File: src/rtl/assert_macros.svh
// Assertion macros shared by the effective address unit RTL.
// Each macro samples on the rising edge of clk and is disabled while rst_n is low.
`ifndef ASSERT_MACROS_SVH
`define ASSERT_MACROS_SVH

// Check that an expression holds at every clock edge outside reset.
`define ASSERT_ALWAYS(lbl, expr, msg) \
    lbl: assert property (@(posedge clk) disable iff (!rst_n) (expr)) else $error(msg);

// Check that a consequent holds in the same cycle as its antecedent.
`define ASSERT_IMPLIES(lbl, ante, cons, msg) \
    lbl: assert property (@(posedge clk) disable iff (!rst_n) (ante) |-> (cons)) \
        else $error(msg);

// Check that a consequent holds in the cycle after its antecedent.
`define ASSERT_NEXT(lbl, ante, cons, msg) \
    lbl: assert property (@(posedge clk) disable iff (!rst_n) (ante) |=> (cons)) \
        else $error(msg);

`endif

File: src/rtl/m68kea_pkg.sv
// Shared types, mode codes and helper functions for the effective address unit.
// No dependencies; the interfaces, the RTL modules and the bench import this package.
package m68kea_pkg;

    // Addressing mode field codes
    localparam logic [2:0] MODE_DN_DIRECT = 3'd0;
    localparam logic [2:0] MODE_AN_DIRECT = 3'd1;
    localparam logic [2:0] MODE_AN_IND    = 3'd2;
    localparam logic [2:0] MODE_AN_POST   = 3'd3;
    localparam logic [2:0] MODE_AN_PRE    = 3'd4;
    localparam logic [2:0] MODE_AN_DISP   = 3'd5;
    localparam logic [2:0] MODE_AN_INDEX  = 3'd6;
    localparam logic [2:0] MODE_SPECIAL   = 3'd7;

    // Register field codes under the special mode
    localparam logic [2:0] SPC_ABS_SHORT = 3'd0;
    localparam logic [2:0] SPC_ABS_LONG  = 3'd1;
    localparam logic [2:0] SPC_PC_DISP   = 3'd2;
    localparam logic [2:0] SPC_PC_INDEX  = 3'd3;
    localparam logic [2:0] SPC_IMMEDIATE = 3'd4;
    // Highest of the reserved register codes
    localparam logic [2:0] SPC_RESERVED  = 3'd7;

    // Stack pointer register number and the byte and word size codes
    localparam logic [2:0] REG_SP     = 3'd7;
    localparam logic [2:0] SIZE_BYTE  = 3'd1;
    localparam logic [2:0] SIZE_WORD  = 3'd2;

    // Displacement size codes of the full extension format
    localparam logic [1:0] DSZ_RESERVED = 2'd0;
    localparam logic [1:0] DSZ_NULL     = 2'd1;
    localparam logic [1:0] DSZ_WORD     = 2'd2;
    localparam logic [1:0] DSZ_LONG     = 2'd3;

    localparam int EXT_WORDS = 5;

    typedef struct packed {
        logic        kind;
        logic [2:0]  mode;
        logic [2:0]  reg_req;
        logic [2:0]  size;
        logic        is_write;
        logic [31:0] an_value;
        logic [31:0] index_value;
        logic [31:0] pc_value;
        logic [15:0] first_word;
        logic [63:0] next_words;
        logic [31:0] mem_data;
    } ea_req_t;

    typedef struct packed {
        logic [31:0] address;
        logic [31:0] an_new;
        logic        an_write;
        logic        indirect_pending;
        logic [2:0]  words_used;
        logic        illegal;
    } ea_rsp_t;

    typedef struct packed {
        logic        pending_valid;
        logic [31:0] pending_addend;
    } ea_state_t;

    function automatic logic [31:0] sext16(input logic [15:0] v);
        return {{16{v[15]}}, v};
    endfunction

    function automatic logic [31:0] sext8(input logic [7:0] v);
        return {{24{v[7]}}, v};
    endfunction

endpackage

File: src/rtl/m68kea_req_if.sv
// Request channel of the effective address unit: valid/ready plus request fields.
// Depends on m68kea_pkg.
interface m68kea_req_if import m68kea_pkg::*; ();
    logic        valid;
    logic        ready;
    logic        kind;
    logic [2:0]  mode;
    logic [2:0]  reg_req;
    logic [2:0]  size;
    logic        is_write;
    logic [31:0] an_value;
    logic [31:0] index_value;
    logic [31:0] pc_value;
    logic [15:0] first_word;
    logic [63:0] next_words;
    logic [31:0] mem_data;

    modport source (
        output valid, kind, mode, reg_req, size, is_write, an_value, index_value,
               pc_value, first_word, next_words, mem_data,
        input  ready
    );

    modport sink (
        input  valid, kind, mode, reg_req, size, is_write, an_value, index_value,
               pc_value, first_word, next_words, mem_data,
        output ready
    );
endinterface

File: src/rtl/m68kea_rsp_if.sv
// Result channel of the effective address unit: valid/ready plus result fields.
// Depends on m68kea_pkg.
interface m68kea_rsp_if import m68kea_pkg::*; ();
    logic        valid;
    logic        ready;
    logic [31:0] address;
    logic [31:0] an_new;
    logic        an_write;
    logic        indirect_pending;
    logic [2:0]  words_used;
    logic        illegal;

    modport source (
        output valid, address, an_new, an_write, indirect_pending, words_used, illegal,
        input  ready
    );

    modport sink (
        input  valid, address, an_new, an_write, indirect_pending, words_used, illegal,
        output ready
    );
endinterface

File: src/rtl/m68k_effective_address_unit.sv
// 68020 effective address unit: takes one request per cycle while the result side is
// ready and returns one result for each through the input and result registers.
// Depends on m68kea_pkg, m68kea_req_if, m68kea_rsp_if, m68kea_calc and assert_macros.svh.
//
// Throughput is one request per cycle whenever the result side is ready; the input
// register and the result register lie around the single pass of address logic. A
// memory-indirect request answers with the pointer fetch address and indirect_pending
// set; the next request with kind = 1 carries the pointer read and receives the final
// address. The pending indirection is updated as each request moves into the result
// register, so a kind = 1 request may directly follow the request that opened the
// indirection. Any kind = 0 request drops an open indirection.
`include "assert_macros.svh"

module m68k_effective_address_unit import m68kea_pkg::*;
(
    input  logic          clk,
    input  logic          rst_n,
    m68kea_req_if.sink    req,
    m68kea_rsp_if.source  rsp
);

    logic      s0_valid_reg;
    ea_req_t   s0_data_reg;
    logic      out_valid_reg;
    ea_rsp_t   out_data_reg;
    ea_state_t state_reg;
    ea_state_t state_next;
    ea_rsp_t   calc_rsp;
    ea_req_t   req_data;
    logic      s1_load;
    logic      s0_load;

    // Gather request fields
    assign req_data.kind        = req.kind;
    assign req_data.mode        = req.mode;
    assign req_data.reg_req     = req.reg_req;
    assign req_data.size        = req.size;
    assign req_data.is_write    = req.is_write;
    assign req_data.an_value    = req.an_value;
    assign req_data.index_value = req.index_value;
    assign req_data.pc_value    = req.pc_value;
    assign req_data.first_word  = req.first_word;
    assign req_data.next_words  = req.next_words;
    assign req_data.mem_data    = req.mem_data;

    // Advance when the result register is free or being drained
    assign s1_load   = s0_valid_reg && (!out_valid_reg || rsp.ready);
    assign req.ready = !s0_valid_reg || s1_load;
    assign s0_load   = req.valid && req.ready;

    m68kea_calc u_calc (
        .req        (s0_data_reg),
        .state      (state_reg),
        .rsp        (calc_rsp),
        .state_next (state_next)
    );

    // Hold valid flags and pending indirection
    always_ff @(posedge clk or negedge rst_n)
    begin
        if (!rst_n)
        begin
            s0_valid_reg  <= 1'b0;
            out_valid_reg <= 1'b0;
            state_reg     <= '0;
        end
        else
        begin
            if (req.ready)
            begin
                s0_valid_reg <= req.valid;
            end
            if (s1_load)
            begin
                out_valid_reg <= 1'b1;
                state_reg     <= state_next;
            end
            else if (rsp.ready)
            begin
                out_valid_reg <= 1'b0;
            end
        end
    end

    // Capture request and result payloads
    always_ff @(posedge clk)
    begin
        if (s0_load)
        begin
            s0_data_reg <= req_data;
        end
        if (s1_load)
        begin
            out_data_reg <= calc_rsp;
        end
    end

    // Drive result channel
    assign rsp.valid            = out_valid_reg;
    assign rsp.address          = out_data_reg.address;
    assign rsp.an_new           = out_data_reg.an_new;
    assign rsp.an_write         = out_data_reg.an_write;
    assign rsp.indirect_pending = out_data_reg.indirect_pending;
    assign rsp.words_used       = out_data_reg.words_used;
    assign rsp.illegal          = out_data_reg.illegal;

    `ASSERT_IMPLIES(a_illegal_clean, out_valid_reg && out_data_reg.illegal,
        out_data_reg.address == 32'd0 && out_data_reg.an_new == 32'd0 &&
        !out_data_reg.an_write && !out_data_reg.indirect_pending &&
        out_data_reg.words_used == 3'd0, "illegal result carries nonzero fields")
    `ASSERT_ALWAYS(a_addend_idle, state_reg.pending_valid || state_reg.pending_addend == 32'd0,
        "pending addend nonzero with no indirection open")
    `ASSERT_IMPLIES(a_writeback_plain, out_valid_reg && out_data_reg.an_write,
        !out_data_reg.indirect_pending && out_data_reg.words_used == 3'd0,
        "register write-back combined with extension words or indirection")
    `ASSERT_NEXT(a_s0_hold, s0_valid_reg && !s1_load, s0_valid_reg,
        "stalled request dropped from input register")
    `ASSERT_NEXT(a_pending_src, s1_load && calc_rsp.indirect_pending,
        state_reg.pending_valid && out_data_reg.indirect_pending,
        "indirection result without pending state")

endmodule

File: src/rtl/m68kea_calc.sv
// Combinational effective address computation for one registered request.
// Depends on m68kea_pkg; also produces the next pending-indirection state.
module m68kea_calc import m68kea_pkg::*;
(
    input  ea_req_t   req,
    input  ea_state_t state,
    output ea_rsp_t   rsp,
    output ea_state_t state_next
);

    logic [15:0] ext_w [EXT_WORDS];
    logic [15:0] fw;
    logic [31:0] ix;
    logic [31:0] scaled;
    logic [31:0] base;
    logic        full_bs;
    logic        full_is;
    logic [1:0]  bdc;
    logic        post;
    logic [1:0]  odc;
    logic [31:0] bd;
    logic [2:0]  od_k;
    logic [2:0]  od_k1;
    logic [31:0] od;
    logic [2:0]  idx_words;
    logic [31:0] base2;
    logic        idx_ok;
    logic        idx_ind;
    logic [31:0] idx_addr;
    logic [31:0] idx_addend;
    logic [2:0]  size_eff;
    logic        ok;
    logic        ind;
    logic [31:0] addr;
    logic [31:0] an_new;
    logic        anw;
    logic [2:0]  words;

    // Split the extension stream into words, first word at index zero
    assign fw       = req.first_word;
    assign ext_w[0] = fw;
    assign ext_w[1] = req.next_words[63:48];
    assign ext_w[2] = req.next_words[47:32];
    assign ext_w[3] = req.next_words[31:16];
    assign ext_w[4] = req.next_words[15:0];

    // Index register: word or long, then scale
    assign ix     = fw[11] ? req.index_value : sext16(req.index_value[15:0]);
    assign scaled = ix << fw[10:9];
    assign base   = (req.mode == MODE_AN_INDEX) ? req.an_value : req.pc_value;

    // Full format control fields
    assign full_bs = fw[7];
    assign full_is = fw[6];
    assign bdc     = fw[5:4];
    assign post    = fw[2];
    assign odc     = fw[1:0];

    // Base displacement and position of the outer displacement
    always_comb
    begin
        case (bdc)
            DSZ_WORD:
            begin
                bd   = sext16(ext_w[1]);
                od_k = 3'd2;
            end
            DSZ_LONG:
            begin
                bd   = {ext_w[1], ext_w[2]};
                od_k = 3'd3;
            end
            default:
            begin
                bd   = '0;
                od_k = 3'd1;
            end
        endcase
    end

    assign od_k1 = od_k + 3'd1;

    // Outer displacement and total extension word count
    always_comb
    begin
        case (odc)
            DSZ_WORD:
            begin
                od        = sext16(ext_w[od_k]);
                idx_words = od_k + 3'd1;
            end
            DSZ_LONG:
            begin
                od        = {ext_w[od_k], ext_w[od_k1]};
                idx_words = od_k + 3'd2;
            end
            default:
            begin
                od        = '0;
                idx_words = od_k;
            end
        endcase
    end

    assign base2 = (full_bs ? 32'd0 : base) + bd;

    // Indexed modes: brief format, full format without and with indirection
    always_comb
    begin
        idx_ok     = 1'b1;
        idx_ind    = 1'b0;
        idx_addr   = '0;
        idx_addend = '0;
        if (!fw[8])
        begin
            idx_addr = base + sext8(fw[7:0]) + scaled;
        end
        else if (fw[3] || bdc == DSZ_RESERVED || (odc == DSZ_RESERVED && post)
                 || (full_is && post))
        begin
            idx_ok = 1'b0;
        end
        else if (odc == DSZ_RESERVED)
        begin
            idx_addr = full_is ? base2 : base2 + scaled;
        end
        else
        begin
            idx_ind = 1'b1;
            if (full_is || post)
            begin
                idx_addr   = base2;
                idx_addend = post ? od + scaled : od;
            end
            else
            begin
                idx_addr   = base2 + scaled;
                idx_addend = od;
            end
        end
    end

    // Byte steps through the stack pointer keep it word aligned
    assign size_eff = (req.reg_req == REG_SP && req.size == SIZE_BYTE) ? SIZE_WORD : req.size;

    // Mode decode and result assembly
    always_comb
    begin
        ok         = 1'b1;
        ind        = 1'b0;
        addr       = '0;
        an_new     = '0;
        anw        = 1'b0;
        words      = '0;
        rsp        = '0;
        state_next = '0;
        if (req.kind)
        begin
            // Pointer data: finish a pending indirection
            if (!state.pending_valid)
            begin
                rsp.illegal = 1'b1;
                state_next  = state;
            end
            else
            begin
                rsp.address = req.mem_data + state.pending_addend;
            end
        end
        else
        begin
            case (req.mode)
                MODE_AN_IND:
                begin
                    addr = req.an_value;
                end
                MODE_AN_POST:
                begin
                    ok     = (size_eff != 3'd0);
                    addr   = req.an_value;
                    an_new = req.an_value + {29'd0, size_eff};
                    anw    = 1'b1;
                end
                MODE_AN_PRE:
                begin
                    ok     = (size_eff != 3'd0);
                    an_new = req.an_value - {29'd0, size_eff};
                    addr   = an_new;
                    anw    = 1'b1;
                end
                MODE_AN_DISP:
                begin
                    addr  = req.an_value + sext16(fw);
                    words = 3'd1;
                end
                MODE_AN_INDEX:
                begin
                    ok    = idx_ok;
                    ind   = idx_ind;
                    addr  = idx_addr;
                    words = fw[8] ? idx_words : 3'd1;
                end
                MODE_SPECIAL:
                begin
                    case (req.reg_req)
                        SPC_ABS_SHORT:
                        begin
                            addr  = sext16(fw);
                            words = 3'd1;
                        end
                        SPC_ABS_LONG:
                        begin
                            addr  = {fw, ext_w[1]};
                            words = 3'd2;
                        end
                        SPC_PC_DISP:
                        begin
                            ok    = !req.is_write;
                            addr  = req.pc_value + sext16(fw);
                            words = 3'd1;
                        end
                        SPC_PC_INDEX:
                        begin
                            ok    = !req.is_write && idx_ok;
                            ind   = idx_ind;
                            addr  = idx_addr;
                            words = fw[8] ? idx_words : 3'd1;
                        end
                        default:
                        begin
                            ok = 1'b0;
                        end
                    endcase
                end
                default:
                begin
                    ok = 1'b0;
                end
            endcase

            if (!ok)
            begin
                rsp.illegal = 1'b1;
            end
            else
            begin
                rsp.address          = addr;
                rsp.an_new           = an_new;
                rsp.an_write         = anw;
                rsp.indirect_pending = ind;
                rsp.words_used       = words;
                state_next.pending_valid  = ind;
                state_next.pending_addend = ind ? idx_addend : 32'd0;
            end
        end
    end

endmodule

File: src/flat_wrapper.sv
// flat-port wrapper written by rule: the top's interface ports become plain ports
module m68k_effective_address_unit_flat import m68kea_pkg::*;
  (clk, rst_n, req_valid, req_kind, req_mode, req_reg_req, req_size, req_is_write, req_an_value, req_index_value, req_pc_value, req_first_word, req_next_words, req_mem_data, req_ready, rsp_valid, rsp_address, rsp_an_new, rsp_an_write, rsp_indirect_pending, rsp_words_used, rsp_illegal, rsp_ready);
  m68kea_req_if req_i ();
  m68kea_rsp_if rsp_i ();
  input  logic clk;
  input  logic rst_n;
  input wire logic [$bits(req_i.valid)-1:0] req_valid;
  input wire logic [$bits(req_i.kind)-1:0] req_kind;
  input wire logic [$bits(req_i.mode)-1:0] req_mode;
  input wire logic [$bits(req_i.reg_req)-1:0] req_reg_req;
  input wire logic [$bits(req_i.size)-1:0] req_size;
  input wire logic [$bits(req_i.is_write)-1:0] req_is_write;
  input wire logic [$bits(req_i.an_value)-1:0] req_an_value;
  input wire logic [$bits(req_i.index_value)-1:0] req_index_value;
  input wire logic [$bits(req_i.pc_value)-1:0] req_pc_value;
  input wire logic [$bits(req_i.first_word)-1:0] req_first_word;
  input wire logic [$bits(req_i.next_words)-1:0] req_next_words;
  input wire logic [$bits(req_i.mem_data)-1:0] req_mem_data;
  output wire logic [$bits(req_i.ready)-1:0] req_ready;
  output wire logic [$bits(rsp_i.valid)-1:0] rsp_valid;
  output wire logic [$bits(rsp_i.address)-1:0] rsp_address;
  output wire logic [$bits(rsp_i.an_new)-1:0] rsp_an_new;
  output wire logic [$bits(rsp_i.an_write)-1:0] rsp_an_write;
  output wire logic [$bits(rsp_i.indirect_pending)-1:0] rsp_indirect_pending;
  output wire logic [$bits(rsp_i.words_used)-1:0] rsp_words_used;
  output wire logic [$bits(rsp_i.illegal)-1:0] rsp_illegal;
  input wire logic [$bits(rsp_i.ready)-1:0] rsp_ready;
  assign req_i.valid = req_valid;
  assign req_i.kind = req_kind;
  assign req_i.mode = req_mode;
  assign req_i.reg_req = req_reg_req;
  assign req_i.size = req_size;
  assign req_i.is_write = req_is_write;
  assign req_i.an_value = req_an_value;
  assign req_i.index_value = req_index_value;
  assign req_i.pc_value = req_pc_value;
  assign req_i.first_word = req_first_word;
  assign req_i.next_words = req_next_words;
  assign req_i.mem_data = req_mem_data;
  assign req_ready = req_i.ready;
  assign rsp_valid = rsp_i.valid;
  assign rsp_address = rsp_i.address;
  assign rsp_an_new = rsp_i.an_new;
  assign rsp_an_write = rsp_i.an_write;
  assign rsp_indirect_pending = rsp_i.indirect_pending;
  assign rsp_words_used = rsp_i.words_used;
  assign rsp_illegal = rsp_i.illegal;
  assign rsp_i.ready = rsp_ready;
  m68k_effective_address_unit u_core (.clk(clk), .rst_n(rst_n), .req(req_i), .rsp(rsp_i));
endmodule
File: config.mk
export PLATFORM = sky130hd
export DESIGN_NAME = m68k_effective_address_unit_flat
export DESIGN_NICKNAME = d
export VERILOG_FILES = /design/src/rtl/m68kea_pkg.sv /design/src/rtl/m68kea_req_if.sv /design/src/rtl/m68kea_rsp_if.sv /design/src/rtl/m68k_effective_address_unit.sv /design/src/rtl/m68kea_calc.sv /design/src/flat_wrapper.sv
export VERILOG_INCLUDE_DIRS = /design/src /design/src/rtl
export SDC_FILE = /design/constraint.sdc
export NUM_CORES = 1
export LEC_CHECK = 0
export BUFFER_PORTS_ARGS = -buffer_cell sky130_fd_sc_hd__clkbuf_2
export CORE_MARGIN = 1.5
export CORE_UTILIZATION = 40
export DETAILED_ROUTE_END_ITERATION = 7
export PLACE_DENSITY = 0.65
export RECOVER_POWER = 25
export SYNTH_ARGS = -nofsm -noshare
export SYNTH_HDL_FRONTEND = slang
export SYNTH_SLANG_ARGS = --single-unit
File: constraint.sdc
create_clock -name clk -period 13.1 [get_ports clk]
set_input_delay 2.62 -clock clk [delete_from_list [all_inputs] [get_ports clk]]
set_output_delay 2.62 -clock clk [all_outputs]
set_load 0.05 [all_outputs]
Yosys cells after proc, flatten, opt, wreduce, memory -nomap -nowiden

Cells that the tools add are included.

Register bits: 324
Bits of input ports: 223
Output and inout port bits: 72
Logic and storage cells: 136

Add/subtract/negate cells: 12
Magnitude comparators: 2
Equality and inequality tests: 16
Shift operators: 1
Muxes and demuxes: 54
Bitwise logic cells: 3
Reductions and logical operators: 27

Operators by type and width:

| cell               | number |
|---|---|
| $mux 32            | 17 |
| $add 32x32->32     | 8 |
| $pmux 32 s2        | 3 |
| $pmux 32 s5        | 1 |
| $pmux 32 s4        | 1 |
| $bmux 16 s3        | 2 |
| $mux 69            | 1 |
| $mux 33            | 2 |
| $mux 16            | 4 |
| $add 32x3->32      | 1 |
| $shl 32x2->32      | 1 |
| $sub 32x3->32      | 1 |
| $pmux 3 s3         | 2 |
| $eq 3x3->1 const B | 5 |
| $mux 1             | 14 |
| $eq 3x2->1 const B | 4 |
| $reduce_or 2->1    | 6 |
| $eq 2x2->1 const B | 4 |
| $ge 4x4->1 const B | 2 |
| $not 3->4          | 2 |
| $eq 3x1->1 const B | 2 |
| $logic_and 1x1->1  | 6 |
| $logic_or 1x1->1   | 6 |
| $mux 3             | 2 |
| other kinds (15)   | 18 |

Depth between registers and ports, before layout

Depth in word-level cells: 17
Mapped depth: 33
Gate-level depth less buffers: 29

Modules after synthesis

Synthesis repeated with hierarchy kept, for this count alone.

Cells, all modules: 3096
Area, all modules: 28670.0 µm²

Modules (own cells, without submodules):

| module                      | times used | cells an instance | area each (µm²) |
|---|---|---|---|
| m68kea_calc                 | 1          | 2729              | 18546.5 |
| m68k_effective_address_unit | 1          | 367               | 10123.5 |

Worst setup path after synthesis

No wires, ideal clock.

Path type: input -> register
From: input port rsp_ready
To: register u_core.s0_data_reg[0] (netlist name), enable pin
Data arrival time: 8.125 ns
Slack: 4.369 ns
Stages: 2
Buffers on the path: 0
Cells stage by stage: nand3b_1 -> and2_1

Word-level cells in the longest chain between the ends: 4

Ends and longest elaborated chain:

| what                   | RTL line                          | RTL |
|---|---|---|
| start: declaration     | flat_wrapper.sv:28                | `input wire logic [$bits(rsp_i.ready)-1:0] rsp_ready;` |
| $logic_or 1x1->1       | m68k_effective_address_unit.sv:47 | `assign s1_load = s0_valid_reg && (!out_valid_reg \|\| rsp.ready);` |
| $logic_and 1x1->1      | m68k_effective_address_unit.sv:47 |  |
| $logic_or 1x1->1       | m68k_effective_address_unit.sv:48 | `assign req.ready = !s0_valid_reg \|\| s1_load;` |
| $logic_and 1x1->1      | m68k_effective_address_unit.sv:49 | `assign s0_load = req.valid && req.ready;` |
| via u_core.s0_load     | m68k_effective_address_unit.sv:31 | `logic s0_load;` |
| end signal: assignment | m68k_effective_address_unit.sv:90 | `s0_data_reg <= req_data;` |
| end: declaration       | m68k_effective_address_unit.sv:23 | `ea_req_t s0_data_reg;` |

The timed path passes the listed nets, and every way through them passes these cells.
A chain may end at the register's enable or synchronous reset.

==> impl_metrics.toml <==
[outcome]
outcome = "finished clean"

[cells_and_area]
stdcell_count = 4306
nFillCells = 6849
largest_reg_flops = 219
syn2layout_area_growth_pct = 13.21
fin_area_um2 = 32020
nets = 3820
final_cell_mix = "clkbuf_2, edfxtp_1, a21oi_1, nor2_1, nand2_1"
final_util_pct = 45.72
drive_above_1_share_pct = 13.79

[sta]
tightest_slew_ns = 1.297
finalCriticalPeriod_ns = 6.995
finalHoldViolCount = 0
timing.fmax_mhz = 143.0
finalCritPeriodShare_pct = 53.39
finalSetupTns_ns = 0
fin_skew_ns = 0.02118
finalMaxSlewViolations = 0
whs_ns = 0.4891
slew_headroom_pct = 12.89
rsz0062_at_grt = "false"
finalSetupViolations = 0

[synthesis]
async_reset_ff_share_pct = 10.80
syn_inst = 3105
yosys.cell_types.count = 88
yosys_warnings = 0
synth_area_um2 = 28280
synth_edf_count = 289
synth_nets = 3590
synth_ff_type = "edfxtp_1"
ys_ff_latch = 324
ys_seq_area_share_pct = 33.78
syn_avg_cell_area_um2 = 9.109

[setup_path]
rr_startpoint = "u_core.s0_data_reg[215]"
crit_path_max_incr_delay_ns = 0.74
crit_start = "u_core.s0_data_reg[215]"
crit_path_end_kind = "flop"
crit_arrival_ns = 7.29
critPathKind = "reg -> reg"
required_ns = 13.40
reg2regPathDepth = 29
ff2ff_setup_slack_ns = 6.11
start_kind = "flop"
r2r_end = "u_core.rsp.address[30]"
path_max_fanout = 38
crit_top_cell = "a21oi_1"
slowest_stage = "edfxtp_1"

[pwr]
p_leak_nw = 13.81
power.density_nw_per_um2 = 121.3
pwr-share-seq_pct = 32.9
power_frac_comb_pct = 39.2
ir_drop_v = 0.0001023
power_frac_clock_pct = 28.0
p_sw_share_pct = 37.66
p_int_w = 0.002420
p_switching_w = 0.001462

[die]
start_util_pct = 40.39
dieArea_um2 = 72310
core_area_um2 = 70030
dieHeight_um = 268.9
ios = 295
dieWidth_um = 268.9
num_rows = 97

[worst_hold_path]
hold_depth = 2
hp-start = "u_core.state_reg[6]"
hold_end = "u_core.state_reg[6]"
hp-class = "reg -> reg"

[global_routing]
grt.overflow.total = 0
antenna_found_initial = 4
grt_pass1_vias = 24150
grt_max_degree = 85
grt_pass1_wl_mm = 153.3
grt_usage_pct = 28.69

[clocking]
insertion_delay_ns = 0.57
cts_made_buffers = 38
cts_max_level = 2
ctsHoldBuffers = 0
cts_setup_buffers = 0
ctsResizeCount = 0
clock-sinks = 324
root_buffer = "clkbuf_16"
path_clk_slew_ns = 0.06
clk_path_buf_depth = 3
cts_tree = "done"

[place]
dp_hpwl_mm = 84.05
postPlaceCellArea_um2 = 30760
portBuffers = 294
dpl.cell_count = 4235
place_congestion = 1.006

[routing]
firstDrtPassIters = 7
drc = 0
drt_iter0_markers = 2368
ant_nets = 0
vias_per_cell = 5.937
num_vias = 25560
wl_per_cell_um = 24.39
routed_wl_mm = 105.0

[run]
drv_cap = 0
[worst max path at each step]
stage | to | depth (start not counted)
finish | u_core.rsp.address[30] | 29
global route | u_core.rsp.address[29] | 27
CTS | u_core.rsp.address[29] | 27
detailed placement | u_core.rsp.address[29] | 27
global placement | u_core.rsp.address[30] | 29
floorplan | u_core.s0_data_reg[0] | 2
[final cells by class]
class | instances | area (um^2) | area share (%)
Tap cell | 940 | 1176 | 3.673
Clock inverter | 24 | 275.3 | 0.8597
Multi-Input combinational cell | 2514 | 17770 | 55.50
Clock buffer | 45 | 987.2 | 3.083
Timing Repair Buffer | 340 | 1810 | 5.655
Sequential cell | 324 | 9554 | 29.84
Antenna cell | 2 | 5.005 | 0.01563
Inverter | 117 | 439.2 | 1.372
[critical path, delay by kind of cell (launching register included)]
kind / cells / cell delay (ns)
XOR/XNOR: 1 / 0.18
buffers and inverters: 2 / 0.59
AND/OR/NAND/NOR: 6 / 0.75
AO/OA/AOI/OAI: 17 / 3.65
flip-flops: 1 / 0.74
adder cells (fa/ha/maj): 3 / 0.78
[power groups by stage]
| stage | Clock, W | Combinational, W | Sequential [W] |
|---|---|---|---|
| after floorplan | 0 | 0.00103 | 0.00133 |
| after global placement | 0 | 0.00149 | 0.00130 |
| after detailed placement | 0 | 0.00149 | 0.00130 |
| after CTS | 0.00111 | 0.00149 | 0.00128 |
| after global routing | 0.00114 | 0.00165 | 0.00128 |
| final | 0.00109 | 0.00152 | 0.00128 |
[metal layers]
| metal | part of all wire [%] | vias to the layer above | GRT usage [%] |
|---|---|---|---|
| met2 | 45 | 1071 | 45.52 |
| met4 | 5.0 | 6 | 13.42 |
| met3 | 7.2 | 214 | 4.329 |
| met5 | 0.038 | - | 0 |
| met1 | 42 | 12140 | 38.41 |
| li1 | - | 12130 | - |
[Yosys cell counts, types with 16 or more instances]
cell type	n	share of area (%)
edfxtp_1	289	31
a21oi_1	273	4.8
nor2_1	254	3.4
nand2_1	237	3.1
ha_1	222	9.8
o21ai_0	187	3.3
a21o_1	146	3.9
clkbuf_1	132	1.8
xnor2_1	130	4.0
mux2i_1	118	4.2
inv_1	115	1.5
xor2_1	63	2.0
nand3_1	62	1.1
a211oi_1	49	1.3
and2_1	47	1.0
nor3_1	47	0.83
o22ai_1	47	1.0
nand2b_1	42	0.93
o211ai_1	41	1.1
fa_1	40	2.8
o21ai_1	40	0.71
dfrtp_1	35	3.1
o21a_1	33	0.88
a31oi_1	31	0.69
mux2_2	30	1.2
nor2b_1	30	0.66
a221oi_1	27	0.84
and3_1	27	0.60
nand4_1	25	0.55
o21bai_1	21	0.56
buf_1	16	0.21
[cells by family (layout without fill, tap and decap cells)]
kind of cell / count (synthesis) / after routing / share of synthesized area (%)
compound gates: 1055 / 1055 / 24.21
simple gates: 855 / 855 / 14.40
flops: 324 / 324 / 33.78
buf+inv: 267 / 526 / 3.575
fa+ha+maj: 262 / 262 / 12.65
xor+xnor: 193 / 193 / 5.977
mux: 149 / 149 / 5.411
other cells: 0 / 2 / 0
[per-stage QoR]
stage               setup slack (ns)  total power, W
floorplan                      4.369        0.002358
CTS                            6.209        0.003881
finish                         6.105        0.003883
global placement               6.338        0.002785
detailed placement             6.278        0.002782
global route                   5.592        0.004079
Power figures use the tool's default switching activity.
